## src/sv/ihex_pkg.sv

```systemverilog
// Shared types and constants for the Intel HEX record parser.
// No dependencies; imported by every module of the block.
package ihex_pkg;

  localparam int ADDR_WIDTH = 32;
  localparam logic [31:0] ADDR_MASK = 32'((64'd1 << ADDR_WIDTH) - 64'd1);

  localparam logic [7:0] COLON_CHAR = 8'h3a;

  localparam logic [7:0] REC_DATA = 8'd0;
  localparam logic [7:0] REC_EOF  = 8'd1;
  localparam logic [7:0] REC_PAGE = 8'd4;
  localparam logic [7:0] REC_EXEC = 8'd5;

  localparam logic [2:0] ST_OK     = 3'd0;
  localparam logic [2:0] ST_CSUM   = 3'd1;
  localparam logic [2:0] ST_PARITY = 3'd5;

  localparam logic KIND_WRITE  = 1'b0;
  localparam logic KIND_FINISH = 1'b1;

  typedef struct packed {
    logic [7:0] char_in;
    logic [2:0] line_error;
  } in_item_t;

  typedef struct packed {
    logic        kind;
    logic [31:0] addr_out;
    logic [7:0]  data_out;
    logic [2:0]  status;
  } result_t;

  // classified character: err_st is the finish status, ST_OK when no error
  typedef struct packed {
    logic       colon;
    logic [3:0] nib;
    logic [2:0] err_st;
  } tok_t;

endpackage

```

## src/sv/ihex_front.sv

```systemverilog
// Front end: classifies incoming characters and line errors into tokens
// and holds them in a two-entry queue. Depends on ihex_pkg.
module ihex_front (
  input  logic              clk,
  input  logic              rst,
  input  logic              push,
  output logic              full,
  input  ihex_pkg::in_item_t in_item,
  output logic              tok_valid,
  output ihex_pkg::tok_t    tok,
  input  logic              tok_take
);
  import ihex_pkg::*;

  tok_t       q [2];
  logic       wr_ptr;
  logic       rd_ptr;
  logic [1:0] cnt;
  tok_t       cls;
  logic       do_push;
  logic       do_pop;

  function automatic logic [3:0] hex_nib(input logic [7:0] c);
    logic [3:0] n;
    n = 4'd0;
    if (c >= 8'h30 && c <= 8'h39) n = 4'(c - 8'h30);
    else if (c >= 8'h41 && c <= 8'h46) n = 4'(c - 8'h37);
    else if (c >= 8'h61 && c <= 8'h66) n = 4'(c - 8'h57);
    return n;
  endfunction

  always_comb begin
    cls.colon = (in_item.char_in == COLON_CHAR);
    cls.nib   = hex_nib(in_item.char_in);
    if (in_item.line_error == 3'd0) cls.err_st = ST_OK;
    else if (in_item.line_error >= 3'd4) cls.err_st = ST_PARITY;
    else cls.err_st = in_item.line_error + 3'd1;
  end

  assign full      = (cnt == 2'd2);
  assign tok_valid = (cnt != 2'd0);
  assign tok       = q[rd_ptr];
  assign do_push   = push && !full;
  assign do_pop    = tok_take && tok_valid;

  always_ff @(posedge clk) begin
    if (do_push) q[wr_ptr] <= cls;
  end

  always_ff @(posedge clk) begin
    if (rst) begin
      wr_ptr <= 1'b0;
      rd_ptr <= 1'b0;
      cnt    <= 2'd0;
    end else begin
      if (do_push) wr_ptr <= !wr_ptr;
      if (do_pop) rd_ptr <= !rd_ptr;
      cnt <= cnt + {1'b0, do_push} - {1'b0, do_pop};
    end
  end

endmodule

```

## src/sv/ihex_back.sv

```systemverilog
// Back end: record parser state machine and two-entry result queue.
// Consumes tokens from ihex_front. Depends on ihex_pkg.
module ihex_back (
  input  logic             clk,
  input  logic             rst,
  input  logic             cfg_we,
  input  logic [31:0]      cfg_data,
  input  logic             tok_valid,
  input  ihex_pkg::tok_t   tok,
  output logic             tok_take,
  output logic             empty,
  input  logic             pop,
  output ihex_pkg::result_t result
);
  import ihex_pkg::*;

  localparam logic [2:0] PH_HUNT  = 3'd0;
  localparam logic [2:0] PH_COUNT = 3'd1;
  localparam logic [2:0] PH_OFF   = 3'd2;
  localparam logic [2:0] PH_TYPE  = 3'd3;
  localparam logic [2:0] PH_DATA  = 3'd4;
  localparam logic [2:0] PH_PAGE  = 3'd5;
  localparam logic [2:0] PH_EXEC  = 3'd6;
  localparam logic [2:0] PH_CSUM  = 3'd7;

  logic [31:0] user_base;
  logic [2:0]  phase, phase_next;
  logic        low_next, low_next_next;
  logic [3:0]  high_nib, high_nib_next;
  logic [7:0]  byte_index, byte_index_next;
  logic [7:0]  record_count, record_count_next;
  logic [15:0] record_offset, record_offset_next;
  logic [7:0]  record_type, record_type_next;
  logic [7:0]  running_sum, running_sum_next;
  logic [31:0] page_base, page_base_next;
  logic [31:0] field_accum, field_accum_next;
  logic [31:0] final_address, final_address_next;
  logic        finished, finished_next;

  logic        emit;
  result_t     res;
  logic [7:0]  b;
  logic [7:0]  bi_inc;
  logic [7:0]  sum_b;
  logic [31:0] page_val;

  result_t    oq [2];
  logic       wr_ptr;
  logic       rd_ptr;
  logic [1:0] cnt;
  logic       do_pop;

  assign tok_take = tok_valid && (cnt != 2'd2);
  assign empty    = (cnt == 2'd0);
  assign result   = oq[rd_ptr];
  assign do_pop   = pop && !empty;

  assign b        = {high_nib, tok.nib};
  assign bi_inc   = byte_index + 8'd1;
  assign sum_b    = running_sum + b;
  assign page_val = {field_accum[7:0], b, 16'h0000} & ADDR_MASK;

  always_comb begin
    phase_next         = phase;
    low_next_next      = low_next;
    high_nib_next      = high_nib;
    byte_index_next    = byte_index;
    record_count_next  = record_count;
    record_offset_next = record_offset;
    record_type_next   = record_type;
    running_sum_next   = running_sum;
    page_base_next     = page_base;
    field_accum_next   = field_accum;
    final_address_next = final_address;
    finished_next      = finished;
    emit               = 1'b0;
    res.kind           = KIND_FINISH;
    res.addr_out       = final_address & ADDR_MASK;
    res.data_out       = 8'd0;
    res.status         = ST_OK;

    if (!finished) begin
      if (phase == PH_HUNT) begin
        if (tok.err_st == ST_OK && tok.colon) begin
          phase_next    = PH_COUNT;
          low_next_next = 1'b0;
        end
      end else if (tok.err_st != ST_OK) begin
        emit          = 1'b1;
        res.status    = tok.err_st;
        finished_next = 1'b1;
        phase_next    = PH_HUNT;
      end else if (!low_next) begin
        high_nib_next = tok.nib;
        low_next_next = 1'b1;
      end else begin
        low_next_next = 1'b0;
        case (phase)
          PH_COUNT: begin
            record_count_next = b;
            running_sum_next  = b;
            byte_index_next   = 8'd0;
            field_accum_next  = 32'd0;
            phase_next        = PH_OFF;
          end
          PH_OFF: begin
            field_accum_next = {field_accum[23:0], b};
            running_sum_next = sum_b;
            byte_index_next  = bi_inc;
            if (bi_inc >= 8'd2) begin
              record_offset_next = {field_accum[7:0], b};
              phase_next         = PH_TYPE;
            end
          end
          PH_TYPE: begin
            record_type_next = b;
            running_sum_next = sum_b;
            byte_index_next  = 8'd0;
            field_accum_next = 32'd0;
            case (b)
              REC_DATA: begin
                final_address_next = (page_base + {16'h0000, record_offset}) & ADDR_MASK;
                phase_next = (record_count != 8'd0) ? PH_DATA : PH_CSUM;
              end
              REC_EOF:  phase_next = PH_CSUM;
              REC_PAGE: phase_next = PH_PAGE;
              REC_EXEC: phase_next = PH_EXEC;
              default:  phase_next = PH_HUNT;
            endcase
          end
          PH_DATA: begin
            emit             = 1'b1;
            res.kind         = KIND_WRITE;
            res.addr_out     = (final_address + {24'h000000, byte_index}) & ADDR_MASK;
            res.data_out     = b;
            running_sum_next = sum_b;
            byte_index_next  = bi_inc;
            if ({1'b0, bi_inc} >= {1'b0, record_count} || bi_inc == 8'd0) begin
              phase_next = PH_CSUM;
            end
          end
          PH_PAGE: begin
            field_accum_next = {field_accum[23:0], b};
            running_sum_next = sum_b;
            byte_index_next  = bi_inc;
            if (bi_inc >= 8'd2) begin
              page_base_next = (page_val == 32'd0) ? (user_base & ADDR_MASK) : page_val;
              phase_next     = PH_CSUM;
            end
          end
          PH_EXEC: begin
            field_accum_next = {field_accum[23:0], b};
            running_sum_next = sum_b;
            byte_index_next  = bi_inc;
            if (bi_inc >= 8'd4) begin
              final_address_next = {field_accum[23:0], b} & ADDR_MASK;
              phase_next         = PH_CSUM;
            end
          end
          PH_CSUM: begin
            phase_next = PH_HUNT;
            if (sum_b != 8'd0) begin
              emit          = 1'b1;
              res.status    = ST_CSUM;
              finished_next = 1'b1;
            end else if (record_type == REC_EOF) begin
              emit          = 1'b1;
              res.status    = ST_OK;
              finished_next = 1'b1;
            end
          end
          default: phase_next = PH_HUNT;
        endcase
      end
    end
  end

  always_ff @(posedge clk) begin
    if (rst) begin
      user_base     <= 32'd0;
      phase         <= PH_HUNT;
      low_next      <= 1'b0;
      high_nib      <= 4'd0;
      byte_index    <= 8'd0;
      record_count  <= 8'd0;
      record_offset <= 16'd0;
      record_type   <= 8'd0;
      running_sum   <= 8'd0;
      page_base     <= 32'd0;
      field_accum   <= 32'd0;
      final_address <= 32'd0;
      finished      <= 1'b0;
    end else begin
      if (cfg_we) user_base <= cfg_data;
      if (tok_take) begin
        phase         <= phase_next;
        low_next      <= low_next_next;
        high_nib      <= high_nib_next;
        byte_index    <= byte_index_next;
        record_count  <= record_count_next;
        record_offset <= record_offset_next;
        record_type   <= record_type_next;
        running_sum   <= running_sum_next;
        page_base     <= page_base_next;
        field_accum   <= field_accum_next;
        final_address <= final_address_next;
        finished      <= finished_next;
      end
    end
  end

  always_ff @(posedge clk) begin
    if (tok_take && emit) oq[wr_ptr] <= res;
  end

  always_ff @(posedge clk) begin
    if (rst) begin
      wr_ptr <= 1'b0;
      rd_ptr <= 1'b0;
      cnt    <= 2'd0;
    end else begin
      if (tok_take && emit) wr_ptr <= !wr_ptr;
      if (do_pop) rd_ptr <= !rd_ptr;
      cnt <= cnt + {1'b0, tok_take && emit} - {1'b0, do_pop};
    end
  end

endmodule

```

## src/sv/intel_hex_record_parser.sv

```systemverilog
// Intel HEX record parser top level: ihex_front feeding ihex_back.
// Depends on ihex_pkg, ihex_front and ihex_back.
//
//   channel   handshake      payload
//   input     push / full    in_item  (char_in, line_error)
//   result    empty / pop    result   (kind, addr_out, data_out, status)
//   config    cfg_we         cfg_data (user_base)
//
// One character per cycle sustained while the result queue has room; the
// parser state machine in ihex_back retires one queued token per cycle.
// Tokens wait in the ihex_front queue; results are registered in the result
// queue. Each side has a two-entry queue; a stalled pop holds the parser only
// once the result queue is full. Synchronous reset clears all but queue data.
module intel_hex_record_parser (
  input  logic               clk,
  input  logic               rst,
  input  logic               push,
  output logic               full,
  input  ihex_pkg::in_item_t in_item,
  output logic               empty,
  input  logic               pop,
  output ihex_pkg::result_t  result,
  input  logic               cfg_we,
  input  logic [31:0]        cfg_data
);
  import ihex_pkg::*;

  logic tok_valid;
  logic tok_take;
  tok_t tok;

  ihex_front u_front (
    .clk       (clk),
    .rst       (rst),
    .push      (push),
    .full      (full),
    .in_item   (in_item),
    .tok_valid (tok_valid),
    .tok       (tok),
    .tok_take  (tok_take)
  );

  ihex_back u_back (
    .clk       (clk),
    .rst       (rst),
    .cfg_we    (cfg_we),
    .cfg_data  (cfg_data),
    .tok_valid (tok_valid),
    .tok       (tok),
    .tok_take  (tok_take),
    .empty     (empty),
    .pop       (pop),
    .result    (result)
  );

endmodule
```

## config.mk

```make
export PLATFORM = sky130hd
export DESIGN_NAME = intel_hex_record_parser
export DESIGN_NICKNAME = d
export VERILOG_FILES = /design/src/sv/ihex_pkg.sv /design/src/sv/ihex_front.sv /design/src/sv/ihex_back.sv /design/src/sv/intel_hex_record_parser.sv
export SDC_FILE = /design/constraint.sdc
export NUM_CORES = 1
export LEC_CHECK = 0
export BUFFER_PORTS_ARGS = -buffer_cell sky130_fd_sc_hd__buf_2
export CELL_PAD_IN_SITES_DETAIL_PLACEMENT = 1
export CELL_PAD_IN_SITES_GLOBAL_PLACEMENT = 1
export CORE_ASPECT_RATIO = 1.1
export CORE_MARGIN = 5
export CORE_UTILIZATION = 45
export CTS_BUF_LIST = sky130_fd_sc_hd__clkbuf_8
export DETAILED_ROUTE_END_ITERATION = 10
export PLACE_DENSITY = 0.75
export SLEW_MARGIN = 20
export SYNTH_ARGS = -nofsm -noshare
export SYNTH_HDL_FRONTEND = slang
export SYNTH_SLANG_ARGS = --single-unit
```

## constraint.sdc

```tcl
create_clock -name clk -period 10.2 [get_ports clk]
set_input_delay 1.02 -clock clk [delete_from_list [all_inputs] [get_ports clk]]
set_output_delay 1.02 -clock clk [all_outputs]
set_load 0.05 [all_outputs]
```

==> out/qor.yml <==
globalRouteMet1Util_pct: 29.2
worstPathMaxFanout: 15
cp_top_family: "compound AO/OA/AOI/OAI gates"
cts_buffers: 49
hp-class: "flip-flop to flip-flop"
final_cell_mix: "186 x dfxtp_1, 169 x nor2_1, 146 x nand2_1"
synth-edff-count: 104
cp.required_ps: 10640
start_util_pct: 45.8
area_growth_pct: 11.7
end_kind: "flip-flop"
period_needed_ps: 4470
wl_per_cell_um: 18.8
drive_above_1_share_pct: 16.0
p_leak_nw: 5.99
met2_usage_pct: 35.0
dpl.hpwl_um: 27000
synth.mux.area_fraction_pct: 7.56
synthXorXnorAreaFrac_pct: 4.01
fin_nets: 1668
overflow: 0
antenna_found_initial: 0
grt_pass1_wl_um: 61900
min_path_cells: 2
synth.largest_area_cell: "dfxtp_1"
clk_pin_slew_ps: 60
clock-sinks: 291
timing.slew.headroom_pct: 30.1
post-route-period-util_pct: 43.8
synth_seq_cells: 291
outcome: "finished clean"
gp_congestion: 0.831
postCtsSetupRepairBufs: 0
worstPathArrival_ps: 4900
worstMarginPinSlew_ps: 1040
clkLatencyLatePin_ps: 580
wirelength_um: 38100
die_width_um: 181
clockBufferDepth: 3
drc: 0
grt_pass1_vias: 11500
num_vias: 11300
fmax_mhz: 224
core_um2: 31500
grt_use_met3_pct: 3.02
hold_start: "u_back.field_accum[20]"
synth_top_family_by_area: "simple AND/OR/NAND/NOR gates"
synth_fa_ha_area_share_pct: 4.85
path_cells: "mux2i_2 > inv_1 > fa_1 > a211o_1 > a21oi_1 > o21bai_1 > xor2_1 > or4_4 > o221ai_2 > inv_2 > ha_1 > xnor2_1 > xnor2_1 > nor2_1"
final_antenna_net_count: 0
post_cts_resized: 0
cpMaxStageDelayCell: "dfxtp_1"
syn-num-nets: 1598
power_density_nw_per_um2: 173
core.rowCount: 68
crit_path_start_kind: "flip-flop"
track_usage_pct: 21.0
skew_ps: 20.1
io_buffer_count: 93
synth_top_area_share_pct: 26.0
n_antenna_cell: 0
die_area_um2: 35700
routed_via_density: 5.59
setup_viol: 0
path_class: "flip-flop to flip-flop"
rsz0062_at_grt: "no"
synth.avg_cell_area_um2: 9.63
p_total_mw: 2.78
critPathMaxStageDelay_ps: 770
async_reset_ff_share_pct: 0
crit_cells: 14
final_common_cell: "dfxtp_1"
cp_common_cell: "xnor2_1"
tns_ps: 0
grt_busiest_layer: "met2"
slew_viol_final: 0
synth-seq-area-share_pct: 47.7
drt-initial-drc-count: 645
reg2regPathDepth: 14
htreeDepth: 2
drv_cap: 0
cts_tree: "built"
synth_compound_area_share_pct: 14.4
syn_inst: 1496
synth-simple-area-share_pct: 17.4
hold_viol_final: 0
ir_drop_uv: 87.8
dr.pass1.iters: 5
synthFlopType: "dfxtp_1"
grt_max_degree: 103
cts_root_buffer: "clkbuf_8"
cp_num_buf_inv: 2
netlist_area_um2: 14400
synth_top_cells_by_area: "dfxtp_1 26%, edfxtp_1 22%, nor2_1 4.5%, ha_1 4.4%, a21oi_1 4.1%"
io_pins: 94
hold_buffers: 0
yosysUniqueCellTypes: 86
yosys_warnings: 0
chipHeight_um: 198
[stage by stage]
stage | instance area (um^2) | hold WS [ps] | instances | util (%) | setup WS [ps]
after global routing | 16100 | 476 | 2022 | 51.1 | 5390
after detailed placement | 15100 | 452 | 1935 | 48.1 | 5750
after CTS | 16100 | 460 | 2022 | 51.1 | 5710
after floorplan | 14400 | 432 | 1496 | - | 5140
after global placement | 15100 | 443 | 1935 | 48.1 | 5850
final | 16100 | 459 | 2022 | 51.1 | 5730
[power breakdown]
| group | total, mW | internal (mW) | switching, mW |
|---|---|---|---|
| sequential | 1.29 | 1.24 | 0.0536 |
| combinational | 0.463 | 0.156 | 0.307 |
| clock | 1.02 | 0.556 | 0.465 |
[cell usage after synthesis, types with 8 or more instances]
library cell and number:
clkbuf_1 47, xnor2_1 47, o21ai_0 36, a21o_1 14
a22oi_1 19, inv_1 50, o21a_1 15, nor2b_1 10
nor2_1 172, or3_1 10, mux2_2 45, mux2i_1 54
nand3_1 61, buf_2 19, and3_1 10, and2_1 12
xor2_1 19, nor3_1 36, ha_1 51, nand4_1 16
nor4_1 9, nand2_1 146, buf_1 14, edfxtp_1 104
dfxtp_1 187, o211ai_1 8, a21oi_1 118, a211oi_1 38
[registers in the layout, indices dropped and copies added, names as in the netlist, 3 cells and up, named ones only]
signal,count
u_back.field_accum,24
u_back.phase,3
u_back.record_count,8
u_front.q,16
u_back.page_base,32
u_back.byte_index,8
u_back.user_base,32
u_back.oq,88
u_back.record_type,8
u_back.running_sum,8
u_back.final_address,32
u_back.record_offset,16
u_back.high_nib,4
[worst register-to-register path, stage by stage, from the launching register on]
cell and delay, ps:
dfxtp_1 770, mux2i_2 480, inv_1 260, fa_1 500, a211o_1 320, a21oi_1 190, o21bai_1 110, xor2_1 160
or4_4 530, o221ai_2 340, inv_2 90, ha_1 230, xnor2_1 170, xnor2_1 130, nor2_1 50
[area by class of cell]
cell class	instances	area (um^2)
fillers	3636	15400
multi-input cells	1066	6990
well taps	420	526
repair buffers	105	562
inverters	53	201
flip-flops and latches	291	6870
clock buffers	57	785
clock inverters	30	175
[kinds of logic (layout without fill, tap and decap cells)]
logic type                 Yosys count  count (layout)
and+or+nand+nor                    524             524
AOI/OAI and AO/OA                  320             320
DFF                                291             291
buffers and inverters              139             245
muxes                              102             102
xor gates and xnor gates            66              66
adders and majority gates           54              54
[layer usage]
metal | wire [um] | vias to the layer above | share of wire [%]
li1 | - | 5517 | -
met1 | 18000 | 5493 | 47
met2 | 17800 | 219 | 47
met3 | 1610 | 66 | 4.2
met4 | 735 | 0 | 1.9
met5 | 0 | - | 0
[final timing paths]
check	end	slack, ps
setup reg to reg	u_back.cnt[1]	5730
setup / recovery	u_back.cnt[1]	5730
hold reg to reg	u_back.field_accum[20]	460
hold / removal	u_back.field_accum[20]	460
(Power assumes the default switching activity.)
